## src/design/spd_pkg.sv

```systemverilog
// shared types and constants of the sensor packet deframer
`timescale 1ns / 1ps
`default_nettype none

package spd_pkg;

   localparam int MAX_WORDS_DEF = 15;
   localparam int CNT_W         = 4;
   localparam int FLAG_W        = 6;
   localparam int QUEUE_DEPTH   = 2;

   localparam logic [7:0] HDR_S = 8'h73;
   localparam logic [7:0] HDR_N = 8'h6e;
   localparam logic [7:0] HDR_P = 8'h70;

   // packet descriptor handed from parser to output side
   typedef struct packed {
      logic [7:0]        address;
      logic [FLAG_W-1:0] flags;
      logic [CNT_W-1:0]  words;
      logic              bank;
   } desc_type;

   // payload word write into the word store
   typedef struct packed {
      logic             en;
      logic             bank;
      logic [CNT_W-1:0] index;
      logic [31:0]      data;
   } wr_type;

   // bank release from output side
   typedef struct packed {
      logic valid;
      logic bank;
   } rel_type;

endpackage

`default_nettype wire

```

## src/design/spd_if.sv

```systemverilog
// request and response channel interfaces
`timescale 1ns / 1ps
`default_nettype none

interface spd_req_if;
   logic       valid;
   logic       ready;
   logic [7:0] rx_byte;

   modport source(output valid, output rx_byte, input ready);
   modport sink(input valid, input rx_byte, output ready);
endinterface

interface spd_rsp_if;
   logic        valid;
   logic        ready;
   logic [7:0]  start_address;
   logic [3:0]  word_index;
   logic [31:0] data_word;
   logic        has_data;
   logic        batch_flag;
   logic [3:0]  batch_count;
   logic        last;

   modport source(output valid, output start_address, output word_index, output data_word,
                  output has_data, output batch_flag, output batch_count, output last,
                  input ready);
   modport sink(input valid, input start_address, input word_index, input data_word,
                input has_data, input batch_flag, input batch_count, input last,
                output ready);
endinterface

`default_nettype wire

```

## src/design/spd_front.sv

```systemverilog
// byte parser: header hunt, payload capture, checksum check
`timescale 1ns / 1ps
`default_nettype none

module spd_front #(
   parameter int MAX_WORDS = spd_pkg::MAX_WORDS_DEF
) (
   input  logic              clock,
   input  logic              reset,
   spd_req_if.sink           req_chan,
   output spd_pkg::wr_type   wr_out,
   output logic              push_valid,
   output spd_pkg::desc_type push_desc,
   input  logic              queue_full,
   input  spd_pkg::rel_type  rel_in
);

   localparam int ByteW = $clog2(4 * MAX_WORDS + 1);
   localparam logic [spd_pkg::CNT_W-1:0] MaxCnt = spd_pkg::CNT_W'(MAX_WORDS);

   typedef enum logic [7:0] {
      PH_HUNT = 8'b0000_0001,
      PH_S    = 8'b0000_0010,
      PH_SN   = 8'b0000_0100,
      PH_SNP  = 8'b0000_1000,
      PH_ADDR = 8'b0001_0000,
      PH_DATA = 8'b0010_0000,
      PH_CHK1 = 8'b0100_0000,
      PH_CHK0 = 8'b1000_0000
   } phase_type;

   phase_type                   phase_ff, phase_in;
   logic [15:0]                 sum_ff, sum_in;
   logic [spd_pkg::FLAG_W-1:0]  flags_ff, flags_in;
   logic [7:0]                  addr_ff, addr_in;
   logic [spd_pkg::CNT_W-1:0]   exp_ff, exp_in;
   logic [ByteW-1:0]            bytes_ff, bytes_in;
   logic [7:0]                  chk_hi_ff, chk_hi_in;
   logic [23:0]                 shift_ff, shift_in;
   logic                        bank_ff, bank_in;
   logic [1:0]                  busy_ff, busy_in;

   logic                        accept;
   logic [7:0]                  b;
   logic [spd_pkg::CNT_W-1:0]   cnt;
   logic [15:0]                 sum_add;

   assign req_chan.ready = !((phase_ff == PH_DATA) && busy_ff[bank_ff])
                         && !((phase_ff == PH_CHK0) && queue_full);
   assign accept  = req_chan.valid && req_chan.ready;
   assign b       = req_chan.rx_byte;
   assign cnt     = b[5:2];
   assign sum_add = sum_ff + {8'h00, b};

   assign push_desc.address = addr_ff;
   assign push_desc.flags   = flags_ff;
   assign push_desc.words   = exp_ff;
   assign push_desc.bank    = bank_ff;

   always_comb begin
      phase_in   = phase_ff;
      sum_in     = sum_ff;
      flags_in   = flags_ff;
      addr_in    = addr_ff;
      exp_in     = exp_ff;
      bytes_in   = bytes_ff;
      chk_hi_in  = chk_hi_ff;
      shift_in   = shift_ff;
      bank_in    = bank_ff;
      busy_in    = busy_ff;
      push_valid = 1'b0;
      wr_out.en    = 1'b0;
      wr_out.bank  = bank_ff;
      wr_out.index = spd_pkg::CNT_W'(bytes_ff >> 2);
      wr_out.data  = {shift_ff, b};

      if (rel_in.valid) begin
         busy_in[rel_in.bank] = 1'b0;
      end

      if (accept) begin
         case (phase_ff)
            PH_HUNT: begin
               if (b == spd_pkg::HDR_S) begin
                  sum_in   = {8'h00, b};
                  phase_in = PH_S;
               end else begin
                  sum_in = 16'h0000;
               end
            end
            PH_S: begin
               if (b == spd_pkg::HDR_N) begin
                  sum_in   = sum_add;
                  phase_in = PH_SN;
               end else begin
                  sum_in   = 16'h0000;
                  phase_in = PH_HUNT;
               end
            end
            PH_SN: begin
               if (b == spd_pkg::HDR_P) begin
                  sum_in   = sum_add;
                  phase_in = PH_SNP;
               end else begin
                  sum_in   = 16'h0000;
                  phase_in = PH_HUNT;
               end
            end
            PH_SNP: begin
               sum_in   = sum_add;
               flags_in = b[7:2];
               if (!b[7]) begin
                  exp_in = '0;
               end else if (b[6]) begin
                  exp_in = (cnt > MaxCnt) ? MaxCnt : cnt;
               end else begin
                  exp_in = spd_pkg::CNT_W'(1);
               end
               phase_in = PH_ADDR;
            end
            PH_ADDR: begin
               sum_in   = sum_add;
               addr_in  = b;
               bytes_in = '0;
               phase_in = (exp_ff == '0) ? PH_CHK1 : PH_DATA;
            end
            PH_DATA: begin
               sum_in    = sum_add;
               shift_in  = {shift_ff[15:0], b};
               wr_out.en = (bytes_ff[1:0] == 2'b11);
               bytes_in  = bytes_ff + ByteW'(1);
               if (bytes_in == ByteW'({exp_ff, 2'b00})) begin
                  phase_in = PH_CHK1;
               end
            end
            PH_CHK1: begin
               chk_hi_in = b;
               phase_in  = PH_CHK0;
            end
            PH_CHK0: begin
               if ({chk_hi_ff, b} == sum_ff) begin
                  push_valid = 1'b1;
                  if (exp_ff != '0) begin
                     busy_in[bank_ff] = 1'b1;
                     bank_in          = !bank_ff;
                  end
               end
               phase_in = PH_HUNT;
            end
            default: begin
               phase_in = PH_HUNT;
            end
         endcase
      end
   end

   always_ff @(posedge clock) begin
      if (reset) begin
         phase_ff <= PH_HUNT;
         sum_ff   <= '0;
         flags_ff <= '0;
         addr_ff  <= '0;
         exp_ff   <= '0;
         bytes_ff <= '0;
         chk_hi_ff <= '0;
         bank_ff  <= 1'b0;
         busy_ff  <= '0;
      end else begin
         phase_ff <= phase_in;
         sum_ff   <= sum_in;
         flags_ff <= flags_in;
         addr_ff  <= addr_in;
         exp_ff   <= exp_in;
         bytes_ff <= bytes_in;
         chk_hi_ff <= chk_hi_in;
         bank_ff  <= bank_in;
         busy_ff  <= busy_in;
      end
   end

   always_ff @(posedge clock) begin
      shift_ff <= shift_in;
   end

endmodule

`default_nettype wire

```

## src/design/spd_queue.sv

```systemverilog
// two-entry descriptor queue between parser and output side
`timescale 1ns / 1ps
`default_nettype none

module spd_queue (
   input  logic              clock,
   input  logic              reset,
   input  logic              push_valid,
   input  spd_pkg::desc_type push_desc,
   output logic              full,
   output logic              pop_valid,
   output spd_pkg::desc_type pop_desc,
   input  logic              pop_ready
);

   localparam int PtrW = $clog2(spd_pkg::QUEUE_DEPTH);
   localparam int CntW = $clog2(spd_pkg::QUEUE_DEPTH + 1);

   spd_pkg::desc_type entry_ff [spd_pkg::QUEUE_DEPTH];
   logic [PtrW-1:0]   wr_ptr_ff, wr_ptr_in;
   logic [PtrW-1:0]   rd_ptr_ff, rd_ptr_in;
   logic [CntW-1:0]   count_ff, count_in;
   logic              do_push, do_pop;

   assign full      = (count_ff == CntW'(spd_pkg::QUEUE_DEPTH));
   assign pop_valid = (count_ff != '0);
   assign pop_desc  = entry_ff[rd_ptr_ff];
   assign do_push   = push_valid && !full;
   assign do_pop    = pop_valid && pop_ready;

   always_comb begin
      wr_ptr_in = wr_ptr_ff;
      rd_ptr_in = rd_ptr_ff;
      count_in  = count_ff;
      if (do_push) begin
         wr_ptr_in = (wr_ptr_ff == PtrW'(spd_pkg::QUEUE_DEPTH - 1)) ? '0 : wr_ptr_ff + PtrW'(1);
      end
      if (do_pop) begin
         rd_ptr_in = (rd_ptr_ff == PtrW'(spd_pkg::QUEUE_DEPTH - 1)) ? '0 : rd_ptr_ff + PtrW'(1);
      end
      if (do_push && !do_pop) begin
         count_in = count_ff + CntW'(1);
      end else if (do_pop && !do_push) begin
         count_in = count_ff - CntW'(1);
      end
   end

   always_ff @(posedge clock) begin
      if (reset) begin
         wr_ptr_ff <= '0;
         rd_ptr_ff <= '0;
         count_ff  <= '0;
      end else begin
         wr_ptr_ff <= wr_ptr_in;
         rd_ptr_ff <= rd_ptr_in;
         count_ff  <= count_in;
      end
   end

   always_ff @(posedge clock) begin
      if (do_push) begin
         entry_ff[wr_ptr_ff] <= push_desc;
      end
   end

endmodule

`default_nettype wire

```

## src/design/spd_back.sv

```systemverilog
// output side: word store and response sequencer
`timescale 1ns / 1ps
`default_nettype none

module spd_back #(
   parameter int MAX_WORDS = spd_pkg::MAX_WORDS_DEF
) (
   input  logic              clock,
   input  logic              reset,
   input  spd_pkg::wr_type   wr_in,
   input  logic              pop_valid,
   input  spd_pkg::desc_type pop_desc,
   output logic              pop_ready,
   output spd_pkg::rel_type  rel_out,
   spd_rsp_if.source         rsp_chan
);

   localparam int WordAW   = (MAX_WORDS > 1) ? $clog2(MAX_WORDS) : 1;
   localparam int MemDepth = 2 ** (WordAW + 1);

   typedef enum logic [3:0] {
      ST_IDLE = 4'b0001,
      ST_READ = 4'b0010,
      ST_LOAD = 4'b0100,
      ST_SHOW = 4'b1000
   } back_state_type;

   logic [31:0]               store_mem [MemDepth];
   logic [31:0]               rd_data_ff;
   logic                      rd_en;
   logic [WordAW:0]           rd_addr;
   logic [WordAW:0]           wr_addr;

   back_state_type            state_ff, state_in;
   spd_pkg::desc_type         cur_ff, cur_in;
   logic [spd_pkg::CNT_W-1:0] widx_ff, widx_in;
   logic [31:0]               out_word_ff, out_word_in;
   logic [spd_pkg::CNT_W-1:0] out_idx_ff, out_idx_in;
   logic                      out_last_ff, out_last_in;
   logic                      is_last_word;

   assign wr_addr = {wr_in.bank, wr_in.index[WordAW-1:0]};
   assign rd_addr = {cur_ff.bank, widx_ff[WordAW-1:0]};
   assign rd_en   = (state_ff == ST_READ);
   assign is_last_word = ((widx_ff + spd_pkg::CNT_W'(1)) == cur_ff.words);

   always_ff @(posedge clock) begin
      if (wr_in.en) begin
         store_mem[wr_addr] <= wr_in.data;
      end
   end

   always_ff @(posedge clock) begin
      if (rd_en) begin
         rd_data_ff <= store_mem[rd_addr];
      end
   end

   assign rsp_chan.valid         = (state_ff == ST_SHOW);
   assign rsp_chan.start_address = cur_ff.address;
   assign rsp_chan.word_index    = out_idx_ff;
   assign rsp_chan.data_word     = out_word_ff;
   assign rsp_chan.has_data      = cur_ff.flags[5];
   assign rsp_chan.batch_flag    = cur_ff.flags[4];
   assign rsp_chan.batch_count   = cur_ff.flags[3:0];
   assign rsp_chan.last          = out_last_ff;

   always_comb begin
      state_in      = state_ff;
      cur_in        = cur_ff;
      widx_in       = widx_ff;
      out_word_in   = out_word_ff;
      out_idx_in    = out_idx_ff;
      out_last_in   = out_last_ff;
      pop_ready     = 1'b0;
      rel_out.valid = 1'b0;
      rel_out.bank  = cur_ff.bank;

      case (state_ff)
         ST_IDLE: begin
            pop_ready = 1'b1;
            if (pop_valid) begin
               cur_in  = pop_desc;
               widx_in = '0;
               if (pop_desc.words == '0) begin
                  // header-only packet
                  out_word_in = '0;
                  out_idx_in  = '0;
                  out_last_in = 1'b1;
                  state_in    = ST_SHOW;
               end else begin
                  state_in = ST_READ;
               end
            end
         end
         ST_READ: begin
            state_in = ST_LOAD;
         end
         ST_LOAD: begin
            out_word_in = rd_data_ff;
            out_idx_in  = widx_ff;
            out_last_in = is_last_word;
            state_in    = ST_SHOW;
         end
         ST_SHOW: begin
            if (rsp_chan.ready) begin
               if (out_last_ff) begin
                  rel_out.valid = (cur_ff.words != '0);
                  state_in      = ST_IDLE;
               end else begin
                  widx_in  = widx_ff + spd_pkg::CNT_W'(1);
                  state_in = ST_READ;
               end
            end
         end
         default: begin
            state_in = ST_IDLE;
         end
      endcase
   end

   always_ff @(posedge clock) begin
      if (reset) begin
         state_ff <= ST_IDLE;
      end else begin
         state_ff <= state_in;
      end
   end

   always_ff @(posedge clock) begin
      cur_ff      <= cur_in;
      widx_ff     <= widx_in;
      out_word_ff <= out_word_in;
      out_idx_ff  <= out_idx_in;
      out_last_ff <= out_last_in;
   end

endmodule

`default_nettype wire

```

## src/design/sensor_packet_deframer_core.sv

```systemverilog
// sensor packet deframer top level
//
// req_chan carries one received byte per request; rsp_chan carries one
// decoded 32-bit word per response, or a single header-only response.
// the parser accepts one byte per cycle; it holds off only while the
// payload bank it must write is still being drained, or while the
// descriptor queue is full at the final checksum byte.
// with the output side idle, a good packet's descriptor passes through the
// descriptor queue, then each word is fetched through the registered read of
// the word store and the output register before it is presented; a
// header-only packet is presented straight from its descriptor.
// a packet with a bad checksum produces nothing.
// two payload banks and a two-entry descriptor queue let the next packet
// be received while the previous one is delivered.
// reset returns the parser to header hunting and empties the queue.
// when the receiver stalls, the response holds in its register and the
// parser keeps taking bytes until it needs a busy bank or meets a full queue.
`timescale 1ns / 1ps
`default_nettype none

module sensor_packet_deframer_core #(
   parameter int MAX_WORDS = spd_pkg::MAX_WORDS_DEF
) (
   input  logic       clock,
   input  logic       reset,
   spd_req_if.sink    req_chan,
   spd_rsp_if.source  rsp_chan
);

   spd_pkg::wr_type   wr;
   spd_pkg::rel_type  rel;
   spd_pkg::desc_type push_desc;
   spd_pkg::desc_type pop_desc;
   logic              push_valid;
   logic              queue_full;
   logic              pop_valid;
   logic              pop_ready;

   spd_front #(
      .MAX_WORDS(MAX_WORDS)
   ) u_front (
      .clock      (clock),
      .reset      (reset),
      .req_chan   (req_chan),
      .wr_out     (wr),
      .push_valid (push_valid),
      .push_desc  (push_desc),
      .queue_full (queue_full),
      .rel_in     (rel)
   );

   spd_queue u_queue (
      .clock      (clock),
      .reset      (reset),
      .push_valid (push_valid),
      .push_desc  (push_desc),
      .full       (queue_full),
      .pop_valid  (pop_valid),
      .pop_desc   (pop_desc),
      .pop_ready  (pop_ready)
   );

   spd_back #(
      .MAX_WORDS(MAX_WORDS)
   ) u_back (
      .clock     (clock),
      .reset     (reset),
      .wr_in     (wr),
      .pop_valid (pop_valid),
      .pop_desc  (pop_desc),
      .pop_ready (pop_ready),
      .rel_out   (rel),
      .rsp_chan  (rsp_chan)
   );

endmodule

`default_nettype wire
```

## src/flat_wrapper.sv

```systemverilog
// flat-port wrapper written by rule: the top's interface ports become plain ports
module sensor_packet_deframer_core_flat 
#(
   parameter int MAX_WORDS = spd_pkg::MAX_WORDS_DEF
)
  (clock, reset, req_chan_valid, req_chan_rx_byte, req_chan_ready, rsp_chan_valid, rsp_chan_start_address, rsp_chan_word_index, rsp_chan_data_word, rsp_chan_has_data, rsp_chan_batch_flag, rsp_chan_batch_count, rsp_chan_last, rsp_chan_ready);
  spd_req_if req_chan_i ();
  spd_rsp_if rsp_chan_i ();
  input  logic clock;
  input  logic reset;
  input wire logic [$bits(req_chan_i.valid)-1:0] req_chan_valid;
  input wire logic [$bits(req_chan_i.rx_byte)-1:0] req_chan_rx_byte;
  output wire logic [$bits(req_chan_i.ready)-1:0] req_chan_ready;
  output wire logic [$bits(rsp_chan_i.valid)-1:0] rsp_chan_valid;
  output wire logic [$bits(rsp_chan_i.start_address)-1:0] rsp_chan_start_address;
  output wire logic [$bits(rsp_chan_i.word_index)-1:0] rsp_chan_word_index;
  output wire logic [$bits(rsp_chan_i.data_word)-1:0] rsp_chan_data_word;
  output wire logic [$bits(rsp_chan_i.has_data)-1:0] rsp_chan_has_data;
  output wire logic [$bits(rsp_chan_i.batch_flag)-1:0] rsp_chan_batch_flag;
  output wire logic [$bits(rsp_chan_i.batch_count)-1:0] rsp_chan_batch_count;
  output wire logic [$bits(rsp_chan_i.last)-1:0] rsp_chan_last;
  input wire logic [$bits(rsp_chan_i.ready)-1:0] rsp_chan_ready;
  assign req_chan_i.valid = req_chan_valid;
  assign req_chan_i.rx_byte = req_chan_rx_byte;
  assign req_chan_ready = req_chan_i.ready;
  assign rsp_chan_valid = rsp_chan_i.valid;
  assign rsp_chan_start_address = rsp_chan_i.start_address;
  assign rsp_chan_word_index = rsp_chan_i.word_index;
  assign rsp_chan_data_word = rsp_chan_i.data_word;
  assign rsp_chan_has_data = rsp_chan_i.has_data;
  assign rsp_chan_batch_flag = rsp_chan_i.batch_flag;
  assign rsp_chan_batch_count = rsp_chan_i.batch_count;
  assign rsp_chan_last = rsp_chan_i.last;
  assign rsp_chan_i.ready = rsp_chan_ready;
  sensor_packet_deframer_core #(.MAX_WORDS(MAX_WORDS)) u_core (.clock(clock), .reset(reset), .req_chan(req_chan_i), .rsp_chan(rsp_chan_i));
endmodule
```

## config.mk

```make
export PLATFORM = sky130hd
export DESIGN_NAME = sensor_packet_deframer_core_flat
export DESIGN_NICKNAME = d
export VERILOG_FILES = /design/src/design/spd_pkg.sv /design/src/design/spd_if.sv /design/src/design/spd_front.sv /design/src/design/spd_queue.sv /design/src/design/spd_back.sv /design/src/design/sensor_packet_deframer_core.sv /design/src/flat_wrapper.sv
export SDC_FILE = /design/constraint.sdc
export NUM_CORES = 1
export LEC_CHECK = 0
export BUFFER_PORTS_ARGS = -buffer_cell sky130_fd_sc_hd__buf_2
export CAP_MARGIN = 5
export CORE_MARGIN = 8
export CORE_UTILIZATION = 35
export CTS_BUF_LIST = sky130_fd_sc_hd__clkbuf_16
export DETAILED_ROUTE_END_ITERATION = 8
export HOLD_SLACK_MARGIN = 0.1
export SKIP_CTS_REPAIR_TIMING = 1
export SYNTH_ARGS = -nofsm -noshare
export SYNTH_HDL_FRONTEND = slang
export SYNTH_SLANG_ARGS = --single-unit
export TNS_END_PERCENT = 50
```

## constraint.sdc

```tcl
create_clock -name clock -period 4.5 [get_ports clock]
set_input_delay 0.45 -clock clock [delete_from_list [all_inputs] [get_ports clock]]
set_output_delay 0.45 -clock clock [all_outputs]
set_load 0.05 [all_outputs]
```

# After elaboration in Yosys (flattened, before gate mapping)
# Memories as Yosys holds them, arrays and structs flattened. A register that Yosys moved wholly into a read port is not among the register bits.
# Cells that the tools add are included.
[word_totals]
mem_count = 2
reg_bits = 151
mem_bits_rw = 1062
[classes]
n_eq_ne = 26
bitwise = 3
order_cmp = 5
n_reduce_logical = 39
add_sub_neg = 7
muxes = 62
[memory_table]
columns = ["memory", "depth", "word_bits", "read_ports", "rd_ports_with_merged_regs", "write_ports", "line_no", "text"]
rows = [
  ["u_core.u_back.store_mem", 32, 32, 1, 1, 1, "spd_back.sv:28", "logic [31:0] store_mem [MemDepth];"],
  ["u_core.u_queue.entry_ff", 2, 19, 1, 1, 1, "spd_queue.sv:19", "spd_pkg::desc_type entry_ff [spd_pkg::QUEUE_DEPTH];"],
]
[op_table]
columns = ["op", "count"]
rows = [
  ["32-bit 2-to-1 mux", 2],
  ["16-bit case mux with 4 select lines", 1],
  ["32-bit case mux with 2 select lines", 1],
  ["8-bit case mux with 7 select lines", 1],
  ["4-bit 2-to-1 mux", 12],
  ["8-bit by 7-bit == test with 1-bit output (second input constant)", 4],
  ["16-bit 2-to-1 mux", 2],
  ["8-bit 2-to-1 mux", 3],
  ["1-bit 2-to-1 mux", 23],
  ["16-bit by 8-bit adder with 16-bit output", 1],
  ["16-bit == test", 1],
  ["2-bit 2-to-1 mux", 8],
  ["4-bit case mux with 2 select lines", 2],
  ["4-bit case mux with 4 select lines", 1],
  ["2-bit AND reduction", 8],
  ["6-bit case mux with 2 select lines", 1],
  ["4-bit nonzero test", 3],
  ["1-bit logical AND", 10],
  ["2-bit nonzero test", 5],
  ["8-bit by 1-bit == test with 1-bit output (second input constant)", 1],
  ["8-bit by 2-bit == test with 1-bit output (second input constant)", 1],
  ["8-bit by 3-bit == test with 1-bit output (second input constant)", 1],
  ["8-bit by 4-bit == test with 1-bit output (second input constant)", 1],
  ["8-bit by 5-bit == test with 1-bit output (second input constant)", 1],
  ["31 further kinds", 48],
]

# Longest topological paths before layout
# Gate-level depths: netlist (run 1).
[logic_depth]
depth_word = 12
depth_mapped = 11
depth_no_buf = 9

# By module
# A second synthesis (run 1) with hierarchy kept.
[hier_totals]
cells_unflattened = 2931
area_unflattened_um2 = 49208.4
[modules_own_cells]
columns = ["mod", "seq_area_each_um2", "cells_per_inst", "instances", "area_per_inst_um2"]
rows = [
  ["spd_back", 33592.2, 2421, 1, 43472.9],
  ["spd_front", 1901.8, 426, 1, 4147.7],
  ["spd_queue", 1241.2, 84, 1, 1587.8],
]

# Worst setup path before layout (run 1)
# No wires, ideal clock.
[synth_timing]
path_type = "register to register"
from = "register u_core.u_back.state_ff[3]"
to = "register u_core.u_back.rd_data_ff[0] (read register of u_core.u_back.store_mem) (enable)"
stages_incl_launch_ff = 2
arrival_time_ns = 3.813
path_slack_ns = 0.172
path_buffers = 0
path_cell_list = "dfxtp_1 nor4b_1"
[synth_via]
elab_chain_len = 1
[synth_rtl]
columns = ["element", "line_no", "text"]
rows = [
  ["start: declaration", "spd_back.sv:34", "back_state_type state_ff, state_in;"],
  ["start signal: assignment", "spd_back.sv:126", "state_ff <= state_in;"],
  ["4-bit by 2-bit == test with 1-bit output", "spd_back.sv:44", "assign rd_en = (state_ff == ST_READ);"],
  ["end: declaration", "spd_back.sv:29", "logic [31:0] rd_data_ff;"],
]
# Every way passes these cells.
# A chain may end at the register's enable or synchronous reset.

# Worst setup path in the final report (run 1)
[layout_timing]
from = "register u_core.u_front.phase_ff[1]"
to = "memory u_core.u_back.store_mem[16][24] (enable)"
[layout_via]
elab_chain_len = 8
word_cells_on_any_way = 12
[layout_rtl]
columns = ["element", "line_no", "text"]
rows = [
  ["start: declaration", "spd_front.sv:32", "phase_type phase_ff, phase_in;"],
  ["start signal: assignment", "spd_front.sv:169", "phase_ff <= phase_in;"],
  ["8-bit by 6-bit == test with 1-bit output or 8-bit == test (tied branches)", "spd_front.sv:48, spd_front.sv:82, spd_front.sv:49", ""],
  ["1-bit logical AND (on tied branches)", "spd_front.sv:48, spd_front.sv:49", ""],
  ["1-bit logical NOT (on tied branches)", "spd_front.sv:48, spd_front.sv:49", ""],
  ["1-bit logical AND", "spd_front.sv:49", "&& !((phase_ff == PH_CHK0) && queue_full);"],
  ["1-bit logical AND", "spd_front.sv:50", "assign accept = req_chan.valid && req_chan.ready;"],
  ["1-bit 2-to-1 mux (*)", "spd_front.sv:81", "if (accept) begin"],
  ["1-bit 2-to-1 mux (*)", "spd_back.sv:48", "if (wr_in.en) begin"],
  ["1-bit 2-to-1 mux (implied by the code) (*)", "spd_back.sv:49", "store_mem[wr_addr] <= wr_in.data;"],
  ["end: declaration", "spd_back.sv:28", ""],
]
# Every way passes the cells marked *; elsewhere a longest branch is shown, timed or not.

==> flow_metrics.tcl, run 1 <==
set metrics [dict create \
    run_status "finished clean" \
    synth_area_leaders "edfxtp_1 74%, mux4_2 15%, dfxtp_1 2.8%" \
    fin_ws_ns 0.996 \
    hold_violations 0 \
    ys_seq_area_share_pct 76.5 \
    drt_iter0_markers 2232 \
    die_w_um 386 \
    cts_root_buf "clkbuf_16" \
    nets 2439 \
    holdWs_ns 0.145 \
    critPathMaxFanout 22 \
    io_pins 65 \
    synth_edf_count 1178 \
    clk_latency_ns 0.74 \
    ys_ff_latch 1246 \
    cts_max_level 3 \
    clock_skew_ns 0.0397 \
    powerDensity_nw_per_um2 495 \
    io_buffers 64 \
    period_share_pct 77.9 \
    drv_cap 0 \
    route.detailed.drc 0 \
    grt_use_met1_pct 19.5 \
    vias_per_cell 5.28 \
    min_path_type "in2reg" \
    drv_slew 0 \
    area_growth_pct 15.2 \
    routed_wl_um 111000 \
    dpl.hpwl_um 65300 \
    rsz0062_at_grt "false" \
    path_class "reg2reg" \
    core_sq_um 137000 \
    cts_tree "done" \
    clk_pin_slew_ns 0.06 \
    dieArea_sq_um 149000 \
    grt_pass1_vias 24100 \
    wl_per_cell_um 25.8 \
    rows 136 \
    setup_viol 0 \
    grt_usage_pct 14.6 \
    synth_top_area_share_pct 73.7 \
    pre_cts_ws_ns 1.03 \
    yosys-top-cells-count "1,178 x edfxtp_1, 320 x mux4_2, 125 x nand2_1" \
    synthCells 2269 \
    postRouteAntennaNets 0 \
    overflow 0 \
    cts_sinks 1246 \
    numCtsBuffers 119 \
    worst_ep_required_time_ns 4.91 \
    fin_crit_ns 3.50 \
    drive_above_1_share_pct 28.0 \
    use_met3_pct 2.20 \
    p_leak_nw 17.5 \
    antenna_found_initial 3 \
    syn_area_per_cell_sq_um 21.2 \
    grt_max_degree 75 \
    synth_largest_area_cell "edfxtp_1" \
    ys.flop_type "edfxtp_1" \
    place.gp.congestion 0.812 \
    max_freq_ghz 0.285 \
    syn_area_sq_um 48000 \
    synth_cell_types 71 \
    grt.busiest_layer "met2" \
    post-route-util_pct 40.5 \
    tns_ns 0 \
    async_reset_ff_share_pct 0 \
    peakVddDrop_v 0.000390 \
    die_h_um 386 \
    synth_warnings 0 \
    clock_path_buffers 3 \
    synth_nets 2293 \
    yosysMostFrequentCell "edfxtp_1" \
    initial_utilization_pct 35.1 \
    use_met2_pct 25.1 \
    power_mw 27.4 \
    crit_arrival_ns 3.91 \
    worstMarginPinSlew_ns 1.29 \
    vias 22800 \
    grt_pass1_wl_um 165000 \
    end_kind "register" \
    n_fill_cell 11900 \
    start_kind "register" \
    maxSlewHeadroom_pct 14.1 \
    dr.pass1.iters 5 \
]
[cell families after synthesis]
kind of cell,count (synthesis),synth area share [%]
AO/OA/AOI/OAI,101,1.33
adder cells (fa/ha/maj),12,0.328
buffers and inverters,142,1.39
flip-flops,1246,76.5
AND/OR/NAND/NOR,379,4.03
multiplexers,356,15.8
XOR/XNOR,33,0.633
[through the flow]
| step | std cells | instance area [sq um] |
|---|---|---|
| finish | 4310 | 55300 |
| floorplan | 2269 | 48000 |
| CTS | 4308 | 55300 |
| detailed placement | 4087 | 51300 |
| global placement | 4087 | 51300 |
| global route | 4310 | 55300 |
[final cells by class]
cell class / count / area (sq um) / share of cell area (%)
inverter: 15 / 56.3 / 0.102
timing repair buffer: 152 / 1360 / 2.46
sequential: 1246 / 36700 / 66.4
antenna: 1 / 2.50 / 0.00452
tap: 1794 / 2240 / 4.06
multi-input combinational: 881 / 10900 / 19.7
clock inverter: 101 / 1040 / 1.87
clock buffer: 120 / 3000 / 5.43
[report_power, final]
part	switching, mW	internal [mW]	leakage (nW)	total, mW
logic	2.21	2.05	4.26	4.26
clock network	4.28	5.98	2.08	10.3
registers	0.153	12.7	11.2	12.9
[sequential cells by signal, summed over array words and instances, names as in the netlist, 4 cells and up, named ones only]
signal,flops
u_core.u_back.cur_ff,4
u_core.u_back.rd_data_ff,32
u_core.u_back.rsp_chan.batch_count,4
u_core.u_back.rsp_chan.data_word,32
u_core.u_back.rsp_chan.start_address,8
u_core.u_back.rsp_chan.word_index,4
u_core.u_back.state_ff,4
u_core.u_back.store_mem,1024
u_core.u_back.widx_ff,4
u_core.u_front.addr_ff,8
u_core.u_front.bytes_ff,6
u_core.u_front.chk_hi_ff,8
u_core.u_front.exp_ff,4
u_core.u_front.flags_ff,6
u_core.u_front.phase_ff,8
u_core.u_front.shift_ff,24
u_core.u_front.sum_ff,16
u_core.u_queue.entry_ff,38
[path summary, 6_finish.rpt]
kind,from,endpoint,slack (ns),cells after the start
setup reg to reg,u_core.u_front.phase_ff[1]$_SDFFE_PP0P_,u_core.u_back.store_mem[16][24]$_DFFE_PP_,1.0,6
hold / removal,rsp_chan_ready,u_core.u_back.state_ff[1]$_SDFFE_PP0P_,0.14,3
setup / recovery,u_core.u_front.phase_ff[1]$_SDFFE_PP0P_,u_core.u_back.store_mem[16][24]$_DFFE_PP_,1.0,6
hold reg to reg,u_core.u_front.flags_ff[1]$_SDFFE_PP0P_,u_core.u_queue.entry_ff[1][6]$_DFFE_PP_,0.46,0
[critical path, stage by stage, from the launching register on]
cell and delay (ns):
dfxtp_1 0.58, or4_1 0.22, or3_1 0.29, nand3_4 0.24, or4_1 0.91, nor2_4 0.64, buf_12 0.27
[placed cells by master (no fill, tap or decap), drive strengths merged, types with 8 or more instances in the layout]
cell type	Yosys	routed
nand3	22	22
or4	9	9
and2	41	41
buf	60	152
nand2	126	126
nand4	16	16
a21oi	39	39
clkbuf	67	120
bufinv	0	20
edfxtp	1178	1178
xor2	9	9
nor3	12	12
ha	11	11
nand2b	12	12
mux2	19	19
mux2i	17	17
nor4	9	9
o21ai	17	17
inv	15	52
a22oi	8	8
nor2	89	89
clkinv	0	42
dfxtp	68	68
xnor2	23	23
mux4	320	320
[metal layers]
layer / vias to the layer above / share of wire, %
li1: 9637 / -
met1: 12200 / 42
met2: 747 / 51
met3: 142 / 5.8
met4: 0 / 2.0
met5: - / 0
(Power assumes the default switching activity.)
==> inputs of run 2 (changes only) <==
==> constraint.sdc (replaced) <==
create_clock -name clock -period 2.93 [get_ports clock]
set_input_delay 0.293 -clock clock [delete_from_list [all_inputs] [get_ports clock]]
set_output_delay 0.293 -clock clock [all_outputs]
set_load 0.05 [all_outputs]
==> run 2 against run 1 <==
  * First-iteration DRC count rose by 3.6%
  * Global-route usage rose by 0.29 points
  * Via count grew 1.7%
  * Register-to-register slack got worse by 0.83 ns
  * Cell area is 1.2% higher
  * Routed wire length is 2.5% higher
  * Worst hold slack lost 0.023 ns
  * Largest power group unchanged
==> flow_metrics.tcl, run 2 (synthesis gave the netlist of run 1 again) <==
set metrics [dict create \
    run_status "finished clean" \
    route.detailed.drc 0 \
    place.gp.congestion 0.786 \
    initial_utilization_pct 35.1 \
    clock_path_buffers 3 \
    nets 2500 \
    cts_root_buf "clkbuf_16" \
    die_w_um 386 \
    largest-register "u_core.u_back.store_mem" \
    r2r_slack_ns 0.17 \
    drv_cap 0 \
    vias_per_cell 5.29 \
    largest_reg_flops 1024 \
    path_class "reg2out" \
    fin_area_sq_um 56000 \
    start_kind "register" \
    grt_max_degree 67 \
    setup_viol 0 \
    final_common_cell "edfxtp_1" \
    worst_ep_required_time_ns 2.64 \
    antenna_found_initial 2 \
    drv_slew 0 \
    powerDensity_nw_per_um2 736 \
    final_cell_mix "1,178 x edfxtp_1, 320 x mux4_2, 125 x nand2_1" \
    dpl_cell_area_sq_um 52100 \
    cts_tree "done" \
    io_pins 65 \
    rows 136 \
    maxSlewHeadroom_pct 18.6 \
    area_growth_pct 16.7 \
    clk_pin_slew_ns 0.06 \
    top_regs "u_core.u_back.store_mem: 1024 flops, u_core.u_queue.entry_ff: 38 flops" \
    peakVddDrop_v 0.000544 \
    p_leak_nw 17.9 \
    n_fill_cell 11900 \
    dpl.hpwl_um 65900 \
    critPathMaxFanout 6 \
    period_share_pct 98.1 \
    grt_usage_pct 14.9 \
    worstMarginPinSlew_ns 1.22 \
    drt_iter0_markers 2313 \
    post-route-util_pct 41.0 \
    fin_crit_ns 2.87 \
    cts_sinks 1246 \
    hold_violations 0 \
    overflow 0 \
    io_buffers 64 \
    grt_pass1_vias 24400 \
    die_h_um 386 \
    core_sq_um 137000 \
    dr.pass1.iters 5 \
    max_freq_ghz 0.348 \
    clk_latency_ns 0.73 \
    vias 23200 \
    end_kind "primary output" \
    dieArea_sq_um 149000 \
    routed_wl_um 114000 \
    crit_arrival_ns 2.58 \
    cts_max_level 3 \
    rsz0062_at_grt "true" \
    power_mw 41.2 \
    clock_skew_ns 0.0270 \
    min_path_type "in2reg" \
    grt_pass1_wl_um 167000 \
    numCtsBuffers 119 \
    postRouteAntennaNets 0 \
    wl_per_cell_um 26.1 \
    drive_above_1_share_pct 30.4 \
]
run 2: cell types whose count changed in the layout (fill, tap and decap cells not counted), moves of 2 or more:
cell        change
clkinv_4        +4
dfxtp_2         +3
clkinv_1        -5
buf_4          +31
clkinv_8        +3
inv_1           -5
clkinvlp_4      +3
buf_12         +31
inv_6           -2
bufinv_16       -7
clkinv_2       +16
inv_16          -2
dfxtp_1         -4
run 2: critical path, stage by stage, from the launching register on:
cell and delay, ns:
dfxtp_1 0.36, or4b_4 0.55, or3_4 0.43, buf_4 0.17, and2_1 0.16, buf_4 0.19
run 2: final timing paths:
kind | cells after the start | from | endpoint
setup reg to reg | 8 | u_core.u_front.phase_ff[3]$_SDFFE_PP0P_ | u_core.u_back.store_mem[24][9]$_DFFE_PP_
setup / recovery | 5 | u_core.u_front.phase_ff[7]$_SDFFE_PP0P_ | req_chan_ready
hold / removal | 4 | req_chan_rx_byte[0] | u_core.u_front.sum_ff[0]$_SDFFE_PP0P_
hold reg to reg | 0 | u_core.u_front.addr_ff[7]$_SDFFE_PP0P_ | u_core.u_queue.entry_ff[0][18]$_DFFE_PP_
run 2: layer usage:
metal / GRT usage, % / routed length [um] / vias up
met1: 19.2 / 45600 / 12400
met2: 25.8 / 58300 / 810
li1: - / - / 9769
met3: 2.46 / 7110 / 173
met5: 0 / 0 / -
met4: 4.79 / 3120 / 0
run 2: layout make-up:
class	instances	area [sq um]	area share (%)
timing repair buffer	213	2190	3.92
tap	1794	2240	4.01
inverter	15	56.3	0.100
clock inverter	105	888	1.59
clock buffer	119	2980	5.31
antenna	1	2.50	0.00447
multi-input combinational	881	10900	19.5
sequential	1246	36700	65.6
run 2: through the flow:
step                cells  hold WS, ns  TNS, ns  worst slack [ns]
floorplan            2269        0.392  -683.61            -0.777
global placement     4148        0.446        0           0.00416
detailed placement   4148        0.443  -0.0101           -0.0101
CTS                  4372      -0.0704   -0.144            -0.144
global route         4373        0.131  -0.0243           -0.0243
finish               4374        0.122        0            0.0560
run 2: where the power goes:
part / leakage (nW) / switching [mW] / internal, mW
combinational: 4.66 / 3.26 / 3.23
clock: 1.99 / 6.59 / 8.54
sequential: 11.2 / 0.111 / 19.5
